[src/rtl/tlbrr_pkg.sv]
// Package for the fully associative translation buffer with round-robin replacement.
// Holds the command codes, the per-cell control token type and the default sizes.
// No dependencies.
package tlbrr_pkg;

	// Default sizes of the buffer.
	localparam int DEF_ENTRIES    = 16;
	localparam int DEF_PAGE_BITS  = 16;
	localparam int DEF_FRAME_BITS = 16;

	// Widths of the page and frame fields on the ports.
	localparam int IO_PAGE_W  = 16;
	localparam int IO_FRAME_W = 16;

	// Command codes; the fourth code is unused and changes nothing.
	localparam logic [1:0] CMD_LOOKUP     = 2'd0;
	localparam logic [1:0] CMD_INSERT     = 2'd1;
	localparam logic [1:0] CMD_INVALIDATE = 2'd2;

	// Control part of the token that walks down the row of cells.
	typedef struct packed {
		logic       vld;
		logic [1:0] cmd;
		logic       mark;
		logic       found;
	} tok_ctl_t;

endpackage

[src/rtl/tlbrr_cell.sv]
// One slot of the translation buffer: holds page, frame and valid mark, and
// processes the item token as it passes, then hands it on to the next slot.
// Depends on tlbrr_pkg.
module tlbrr_cell #(
	parameter int PAGE_BITS  = 16,
	parameter int FRAME_BITS = 16,
	parameter int IDX_W      = 4,
	parameter int INDEX      = 0
) (
	input  logic                    clk,
	input  logic                    arst_n,
	input  tlbrr_pkg::tok_ctl_t     ctl_in,
	input  logic [PAGE_BITS-1:0]    page_in,
	input  logic [FRAME_BITS-1:0]   frame_in,
	input  logic [IDX_W-1:0]        victim_in,
	output tlbrr_pkg::tok_ctl_t     ctl_out,
	output logic [PAGE_BITS-1:0]    page_out,
	output logic [FRAME_BITS-1:0]   frame_out,
	output logic [IDX_W-1:0]        victim_out
);
	import tlbrr_pkg::*;

	logic [PAGE_BITS-1:0]  page_q;
	logic [FRAME_BITS-1:0] frame_q;
	logic                  valid_q;

	tok_ctl_t              ctl_q;
	tok_ctl_t              ctl_nxt;
	logic [PAGE_BITS-1:0]  tok_page_q;
	logic [FRAME_BITS-1:0] tok_frame_q;
	logic [IDX_W-1:0]      tok_victim_q;

	logic page_match;
	logic frame_match;
	logic do_lookup;
	logic do_insert;
	logic do_inval;

	// Local compares against the held entry; only a valid entry can match.
	assign page_match  = valid_q && (page_q == page_in);
	assign frame_match = valid_q && (frame_q == frame_in);
	assign do_lookup   = ctl_in.vld && (ctl_in.cmd == CMD_LOOKUP) && !ctl_in.found
		&& page_match;
	assign do_insert   = ctl_in.vld && (ctl_in.cmd == CMD_INSERT)
		&& (victim_in == IDX_W'(INDEX));
	assign do_inval    = ctl_in.vld && (ctl_in.cmd == CMD_INVALIDATE) && !ctl_in.found
		&& frame_match;

	// The valid mark is cleared at reset; an insert writes it from the token's mark, an invalidate clears it.
	always_ff @(posedge clk or negedge arst_n) begin
		if (!arst_n) begin
			valid_q <= 1'b0;
		end else if (do_insert) begin
			valid_q <= ctl_in.mark;
		end else if (do_inval) begin
			valid_q <= 1'b0;
		end
	end

	// Page and frame are written by an insert only.
	always_ff @(posedge clk) begin
		if (do_insert) begin
			page_q  <= page_in;
			frame_q <= frame_in;
		end
	end

	// Next token control: the first matching slot claims the item for later slots.
	always_comb begin
		ctl_nxt       = ctl_in;
		ctl_nxt.found = ctl_in.found | do_lookup | do_inval;
	end

	// Token control register.
	always_ff @(posedge clk or negedge arst_n) begin
		if (!arst_n) begin
			ctl_q <= '0;
		end else begin
			ctl_q <= ctl_nxt;
		end
	end

	// Token payload; a lookup hit carries the stored frame onwards.
	always_ff @(posedge clk) begin
		tok_page_q   <= page_in;
		tok_frame_q  <= do_lookup ? frame_q : frame_in;
		tok_victim_q <= victim_in;
	end

	assign ctl_out    = ctl_q;
	assign page_out   = tok_page_q;
	assign frame_out  = tok_frame_q;
	assign victim_out = tok_victim_q;

endmodule

[src/rtl/fully_associative_tlb_round_robin_top.sv]
// Top level of the fully associative translation buffer with round-robin replacement.
// Builds the row of slot cells and keeps the victim pointer and the busy flag.
// Depends on tlbrr_pkg and tlbrr_cell.
//
//   Channel   Handshake             Fields
//   command   start / busy          cmd, page_number, frame_number, entry_valid
//   result    done (one cycle)      hit, frame_out
//
// An item walks down the row of ENTRIES cells, one cell per cycle; its result
// appears on done when it leaves the last cell, and busy is high until then,
// so the block takes no new item until the last one is through.
// Reset clears the valid marks, the victim pointer and all tokens in flight.
// The receiver cannot stall: each result is shown for exactly one cycle.
module fully_associative_tlb_round_robin_top #(
	parameter int ENTRIES    = tlbrr_pkg::DEF_ENTRIES,
	parameter int PAGE_BITS  = tlbrr_pkg::DEF_PAGE_BITS,
	parameter int FRAME_BITS = tlbrr_pkg::DEF_FRAME_BITS
) (
	input  logic                             clk,
	input  logic                             arst_n,
	input  logic                             start,
	output logic                             busy,
	input  logic [1:0]                       cmd,
	input  logic [tlbrr_pkg::IO_PAGE_W-1:0]  page_number,
	input  logic [tlbrr_pkg::IO_FRAME_W-1:0] frame_number,
	input  logic                             entry_valid,
	output logic                             done,
	output logic                             hit,
	output logic [tlbrr_pkg::IO_FRAME_W-1:0] frame_out
);
	import tlbrr_pkg::*;

	localparam int IDX_W  = $clog2(ENTRIES);
	localparam int PIN_W  = (PAGE_BITS < IO_PAGE_W) ? PAGE_BITS : IO_PAGE_W;
	localparam int FIN_W  = (FRAME_BITS < IO_FRAME_W) ? FRAME_BITS : IO_FRAME_W;

	tok_ctl_t              ctl_c    [ENTRIES+1];
	logic [PAGE_BITS-1:0]  page_c   [ENTRIES+1];
	logic [FRAME_BITS-1:0] frame_c  [ENTRIES+1];
	logic [IDX_W-1:0]      victim_c [ENTRIES+1];

	logic             busy_q;
	logic [IDX_W-1:0] victim_q;
	logic             accept;
	logic [ENTRIES-1:0] tok_vld;

	assign accept = start && !busy_q;
	assign busy   = busy_q;

	// Entry of the chain: the accepted item with its fields sized to the store.
	always_comb begin
		ctl_c[0]       = '0;
		ctl_c[0].vld   = accept;
		ctl_c[0].cmd   = cmd;
		ctl_c[0].mark  = entry_valid;
		ctl_c[0].found = 1'b0;
		page_c[0]      = PAGE_BITS'(page_number[PIN_W-1:0]);
		frame_c[0]     = FRAME_BITS'(frame_number[FIN_W-1:0]);
		victim_c[0]    = victim_q;
	end

	// The row of slot cells.
	for (genvar i = 0; i < ENTRIES; i++) begin : g_cell
		tlbrr_cell #(
			.PAGE_BITS (PAGE_BITS),
			.FRAME_BITS(FRAME_BITS),
			.IDX_W     (IDX_W),
			.INDEX     (i)
		) u_cell (
			.clk       (clk),
			.arst_n    (arst_n),
			.ctl_in    (ctl_c[i]),
			.page_in   (page_c[i]),
			.frame_in  (frame_c[i]),
			.victim_in (victim_c[i]),
			.ctl_out   (ctl_c[i+1]),
			.page_out  (page_c[i+1]),
			.frame_out (frame_c[i+1]),
			.victim_out(victim_c[i+1])
		);
		assign tok_vld[i] = ctl_c[i+1].vld;
	end

	// Busy from acceptance until the item leaves the last cell.
	always_ff @(posedge clk or negedge arst_n) begin
		if (!arst_n) begin
			busy_q <= 1'b0;
		end else if (accept) begin
			busy_q <= 1'b1;
		end else if (ctl_c[ENTRIES].vld) begin
			busy_q <= 1'b0;
		end
	end

	// Round-robin victim pointer, advanced when an insert is accepted.
	always_ff @(posedge clk or negedge arst_n) begin
		if (!arst_n) begin
			victim_q <= '0;
		end else if (accept && (cmd == CMD_INSERT)) begin
			if (victim_q == IDX_W'(ENTRIES - 1)) begin
				victim_q <= '0;
			end else begin
				victim_q <= victim_q + 1'b1;
			end
		end
	end

	// Result from the tail of the row; only a lookup reports a hit.
	always_comb begin
		done      = ctl_c[ENTRIES].vld;
		hit       = ctl_c[ENTRIES].vld && ctl_c[ENTRIES].found
			&& (ctl_c[ENTRIES].cmd == CMD_LOOKUP);
		frame_out = hit ? IO_FRAME_W'(frame_c[ENTRIES][FIN_W-1:0]) : '0;
	end

	// At most one item travels the row at a time.
	a_one_token: assert property (@(posedge clk) disable iff (!arst_n)
		$countones(tok_vld) <= 1)
		else $error("more than one item in the row of cells");

	// A result only leaves while the block is busy with that item.
	a_done_busy: assert property (@(posedge clk) disable iff (!arst_n)
		done |-> busy_q)
		else $error("result without an item in flight");

	// An accepted item makes the block busy on the next cycle.
	a_accept_busy: assert property (@(posedge clk) disable iff (!arst_n)
		accept |=> busy_q)
		else $error("busy not raised after acceptance");

	// Only an insert moves the victim pointer.
	a_victim_hold: assert property (@(posedge clk) disable iff (!arst_n)
		!(accept && (cmd == CMD_INSERT)) |=> $stable(victim_q))
		else $error("victim pointer moved without an insert");

	// A hit is only ever shown together with the result strobe.
	a_hit_done: assert property (@(posedge clk) disable iff (!arst_n)
		hit |-> done)
		else $error("hit raised outside a result");

endmodule
[config.mk]
export PLATFORM = sky130hd
export DESIGN_NAME = fully_associative_tlb_round_robin_top
export DESIGN_NICKNAME = d
export VERILOG_FILES = /design/src/rtl/tlbrr_pkg.sv /design/src/rtl/tlbrr_cell.sv /design/src/rtl/fully_associative_tlb_round_robin_top.sv
export SDC_FILE = /design/constraint.sdc
export NUM_CORES = 1
export LEC_CHECK = 0
export BUFFER_PORTS_ARGS = -buffer_cell sky130_fd_sc_hd__buf_2
export CORE_MARGIN = 4
export CORE_UTILIZATION = 40
export CTS_CLUSTER_SIZE = 30
export DETAILED_ROUTE_END_ITERATION = 6
export GPL_ROUTABILITY_DRIVEN = 0
export GPL_TIMING_DRIVEN = 1
export PLACE_DENSITY = 0.58
export SLEW_MARGIN = 10
export SYNTH_ARGS = -nofsm -noshare
export SYNTH_HDL_FRONTEND = slang
export SYNTH_SLANG_ARGS = --single-unit
[constraint.sdc]
create_clock -name clk -period 4.43 [get_ports clk]
set_clock_uncertainty 0.1 [all_clocks]
set_input_delay 1.1075 -clock clk [delete_from_list [all_inputs] [get_ports clk]]
set_output_delay 1.1075 -clock clk [all_outputs]
set_load 0.005 [all_outputs]
# Yosys cells after proc, flatten, opt, wreduce, memory -nomap -nowiden
# Cells that the tools add are included.
# op_classes
n_addsub	1
multipliers	0
div	0
order_cmp	0
eq_ne	80
shifts	0
mux	52
bitwise	31
reduce_logical	212
# op_table
op	count
== test 16 bit	32
two-way mux 16 bit	17
logical AND 1 bit	161
== test 4 bit, second input constant	9
zero test 2 bit	17
two-way mux 1 bit	34
nonzero test 2 bit	17
== test 2 x 1 -> 1 bit, second input constant	16
== test 2 bit, second input constant	16
bitwise OR 1 bit	31
== test 4 x 3 -> 1 bit, second input constant	4
zero test 1 bit	16
== test 4 x 2 -> 1 bit, second input constant	2
adder 4 x 1 -> 4 bit, second input constant	1
== test 4 x 1 -> 1 bit, second input constant	1
zero test 4 bit	1
two-way mux 4 bit	1
# word_totals
ff_bits	1168
latchBits	0
ramBits	0
rom_bits	0
input_bits	38
output_inout_bits	19
memories	0

# Longest topological paths before layout
# logic_depth
word_depth	6
ltp_mapped	7
depth_no_buf	5

# Hierarchy
# From an unflattened synthesis, not the netlist that was laid out.
# hier_totals
hier_cells	2330
area_unflattened_um2	39487.9
# by_module_without_submodules
module	n_inst	cells_each	area_per_inst_um2	seq_area_each_um2
tlbrr_cell at g_cell[10].u_cell ...	4	143	2444.8	1831.8
tlbrr_cell at g_cell[1].u_cell ...	4	143	2443.6	1831.8
tlbrr_cell at g_cell[11].u_cell ...	4	143	2442.3	1831.8
tlbrr_cell at g_cell[12].u_cell ...	2	144	2442.3	1831.8
tlbrr_cell at g_cell[0].u_cell	1	143	2441.1	1831.8
tlbrr_cell at g_cell[15].u_cell	1	143	2439.8	1831.8
fully_associative_tlb_round_robin_top	1	40	399.1	125.1

# Worst setup path before layout
# Ideal clock, no wire load.
# synth_timing
path_kind	input to register
startpoint	in start
endpoint	reg g_cell[0].u_cell.valid_q
setup_ns	0.078
arrival_ns	5.411
required_ns	4.252
slack_ns	-1.159
path_stages	4
path_buffers	0
path_cell_list	nor2b_1 nand3b_1 nor4b_1 a22o_1
# synth_between
elab_chain_cells	4
elab_cells_between_ends	7
cone_classes	mux: 1; reduce/logical: 6
# synth_lines
element	line_no	text
from (decl)	fully_associative_tlb_round_robin_top.sv:21	input logic start,
logical AND 1 bit *	fully_associative_tlb_round_robin_top.sv:47	assign accept = start && !busy_q;
logical AND 1 bit *	tlbrr_cell.sv:44	assign do_insert = ctl_in.vld && (ctl_in.cmd == CMD_INSERT)
logical AND 1 bit *	tlbrr_cell.sv:45	&& (victim_in == IDX_W'(INDEX));
named net g_cell[0].u_cell.do_insert	tlbrr_cell.sv:36	logic do_insert;
two-way mux 1 bit or nonzero test 2 bit (tied branches)	-	
to (signal assigned)	tlbrr_cell.sv:54	valid_q <= ctl_in.mark;
to (decl)	tlbrr_cell.sv:25	logic valid_q;
# Mark *: on every way through the listed nets, which the timed path passes. The rest lies on a longest branch.
# A chain may end at the register's enable or synchronous reset.

# Worst setup path after layout
# layout_timing
startpoint	reg g_cell[15].u_cell.ctl_q (netlist bit g_cell[15].u_cell.ctl_out[4])
endpoint	out frame_out[11] (netlist bit)
# layout_between
elab_chain_cells	3
# layout_lines
element	line_no	text
from (decl)	tlbrr_cell.sv:27	tok_ctl_t ctl_q;
from (signal assigned)	tlbrr_cell.sv:79	ctl_q <= ctl_nxt;
logical AND 1 bit	fully_associative_tlb_round_robin_top.sv:111	hit = ctl_c[ENTRIES].vld && ctl_c[ENTRIES].found
logical AND 1 bit	fully_associative_tlb_round_robin_top.sv:112	&& (ctl_c[ENTRIES].cmd == CMD_LOOKUP);
two-way mux 16 bit	fully_associative_tlb_round_robin_top.sv:113	frame_out = hit ? IO_FRAME_W'(frame_c[ENTRIES][FIN_W-1:0]) : '0;
to (decl)	fully_associative_tlb_round_robin_top.sv:29	output logic [tlbrr_pkg::IO_FRAME_W-1:0] frame_out
# No other way between the ends.

==> flow_summary.json <==
{
  "reg2regPathDepth": 5,
  "grt_pass1_wl_mm": 105,
  "synth_compound_area_frac": 0.00378,
  "first_iter_violations": 894,
  "yosysTopAreaCell": "edfxtp_1",
  "synth_seq_cells": 1168,
  "synthCells": 2311,
  "end_kind": "output port",
  "synth-seq-area-share": 0.743,
  "n_antenna_cell": 0,
  "multi_input_area_mm2": 0.00991,
  "rsz0062_at_grt": "no",
  "seq_power_share": 0.544,
  "arrival_ns": 2.10,
  "slew_headroom": 0.197,
  "place_inst": 3647,
  "place_area_mm2": 0.0410,
  "drt-pass1-iter-count": 5,
  "areaGrowthSynthToFinish_pct": 14.8,
  "p_switching_w": 0.00449,
  "crit_family": "flip-flops",
  "io_pins": 57,
  "yosysUniqueCellTypes": 42,
  "num-fill-cells": 8301,
  "startpoint_type": "flop",
  "final_area_mm2": 0.0448,
  "synthAdderAreaFrac": 0.000641,
  "via_per_inst": 4.61,
  "internal_power_w": 0.0175,
  "seqCellArea_mm2": 0.0290,
  "setup_viol": 0,
  "fin_nets": 2527,
  "cts-resized-gates": 0,
  "cts_max_path_buffers": 3,
  "cts_buffers": 114,
  "yosys.area_share.simple": 0.0590,
  "cts_tree": "built",
  "p_sw_frac": 0.205,
  "status": "completed",
  "min_path_cells": 0,
  "path_depth": 5,
  "combPwrFrac": 0.020,
  "synth_warnings": 0,
  "syn-mean-instance-area_um2": 16.9,
  "grt_max_degree": 66,
  "cts_root_buf": "clkbuf_16",
  "clkLatencyLatePin_ns": 0.69,
  "fmax_mhz": 302,
  "min_period_over_period": 0.747,
  "dpl_worst_slack_ns": 1.09,
  "synthArstFlopShare": 0.0856,
  "worst_slack_ns": 1.12,
  "leakagePower_nw": 15.8,
  "cp.required_ns": 3.22,
  "syn-num-nets": 2351,
  "post_cts_buffers": 0,
  "cp_slowest_cell": "dfrtp_1",
  "hold_viol": 0,
  "ys_top_cells_by_count": "556 x dfxtp_1, 512 x edfxtp_1, 278 x xnor2_1",
  "ant_nets": 0,
  "die_x_um": 320,
  "clkPwrFrac": 0.436,
  "ys.flop_type": "dfxtp_1",
  "portBuffers": 56,
  "initial_core_util": 0.404,
  "crit_type": "flop to output port",
  "synth_enable_flop_cells": 512,
  "synth_xor_area_frac": 0.115,
  "tns_ns": 0,
  "dieArea_mm2": 0.103,
  "path_clk_slew_ns": 0.06,
  "cp_num_buf_inv": 2,
  "drv_slew": 0,
  "max_stage_delay_ns": 0.68,
  "grt_pass1_vias": 19500,
  "drc": 0,
  "clock-sinks": 1168,
  "crit_chain": "nand2_1, nor3_1, buf_4, and2_1, buf_2",
  "yosys-top-cells-area": "edfxtp_1 39%, dfxtp_1 29%, mux2_2 7.2%",
  "h-tree-depth": 3,
  "cap_viol_max_count": 0,
  "track_usage": 0.127,
  "wl_per_cell_um": 16.7,
  "tightestPinTransition_ns": 1.20,
  "cts_hold_buf": 0,
  "hpwlAfterDp_mm": 45.7,
  "layoutNonFillerInstCount": 3864,
  "wl_mm": 64.4,
  "core.rowCount": 114,
  "syn_area_mm2": 0.0390,
  "synth.top_cell.area_share": 0.394,
  "layout-drive-gt1-share": 0.205,
  "yosysMostFrequentCell": "dfxtp_1",
  "die_h_um": 320,
  "power_density_mw_per_mm2": 490,
  "antenna_found_initial": 1,
  "synth_top_family_by_area": "XOR/XNOR gates",
  "core_area_mm2": 0.0967,
  "critical_path.max_fanout": 17,
  "min_path_type": "flop to flop",
  "fin_crit_ns": 3.31,
  "synthMuxAreaShare": 0.0738,
  "ir_drop_mv": 0.345,
  "gr-total-overflow": 0,
  "vias": 17800
}
## layout make-up
type / instances / share of cell area
flip-flops and latches: 1168 / 0.647
multi-input cells: 1123 / 0.221
clock buffers: 166 / 0.0739
well taps: 1276 / 0.0356
clock inverters: 51 / 0.0118
repair buffers: 78 / 0.0103
inverters: 2 / 0.000167
## per-stage QoR
step | hold WS [ns] | util | power [W]
6_report | 0.236 | 0.464 | 0.0220
5_1_grt | 0.236 | 0.464 | 0.0228
4_1_cts | 0.220 | 0.464 | 0.0223
3_5_place_dp | 0.235 | 0.424 | 0.0126
3_3_place_gp | 0.231 | 0.424 | 0.0126
2_1_floorplan | 0.222 | - | 0.0124
## cells by family after synthesis
logic type,after synthesis
AOI/OAI and AO/OA,27
xor gates and xnor gates,513
adders and majority gates,2
buffers and inverters,20
DFF,1168
muxes,256
and+or+nand+nor,325
## metal layers
metal	part of all wire	vias up	global-route usage
met4	0.023	0	0.0387
met1	0.41	8813	0.145
met2	0.54	202	0.238
met5	0	-	0
li1	-	8713	-
met3	0.030	104	0.0253
## sequential cells by signal (all words and copies together) (netlist names)
signal	cells
g_cell.u_cell.page_q	256
g_cell.u_cell.ctl_out	79
g_cell.u_cell.frame_out	256
victim_q	4
g_cell.u_cell.frame_q	256
g_cell.u_cell.page_out	240
g_cell.u_cell.victim_out	60
g_cell.u_cell.valid_q	16
busy	1
## worst paths after layout
kind	from	end	slack, ns
setup / recovery	g_cell[15].u_cell.ctl_out[4]	frame_out[11]	1.12
hold / removal	g_cell[3].u_cell.victim_out[2]	g_cell[4].u_cell.victim_out[2]	0.24
setup reg to reg	g_cell[6].u_cell.page_q[10]	g_cell[6].u_cell.frame_out[5]	1.39
hold reg to reg	g_cell[3].u_cell.victim_out[2]	g_cell[4].u_cell.victim_out[2]	0.24
max in group asynchronous	arst_n	g_cell[12].u_cell.ctl_out[2]	3.24
min in group asynchronous	arst_n	busy	0.26
## worst reg2reg max path, delay by kind of cell, from the launching register on
kind / cells / cell delay (ns)
xor gates and xnor gates: 1 / 0.17
DFF: 1 / 0.41
muxes: 1 / 0.43
and+or+nand+nor: 3 / 1.78
## power groups by stage
stage / registers [W] / clock network, W / logic (W)
after floorplan: 0.0121 / 0 / 0.000331
after global placement: 0.0122 / 0 / 0.000439
after detailed placement: 0.0122 / 0 / 0.000448
after CTS: 0.0120 / 0.00986 / 0.000454
after global routing: 0.0120 / 0.0103 / 0.000492
final: 0.0120 / 0.00956 / 0.000442
## cells in the final DEF (no fill, tap or decap), types with 18 or more instances in the layout
| cell | count |
|---|---|
| edfxtp_1 | 512 |
| buf_2 | 55 |
| clkinv_2 | 22 |
| nor4_1 | 77 |
| nand4_1 | 69 |
| nand3_1 | 31 |
| clkbuf_8 | 18 |
| clkbuf_16 | 118 |
| xor2_1 | 235 |
| nand2_1 | 24 |
| buf_4 | 22 |
| clkbuf_1 | 30 |
| dfrtp_1 | 100 |
| xnor2_1 | 278 |
| o21ai_0 | 22 |
| dfxtp_1 | 556 |
| mux2_2 | 251 |
Note: power is estimated with default switching activity, not from simulation.
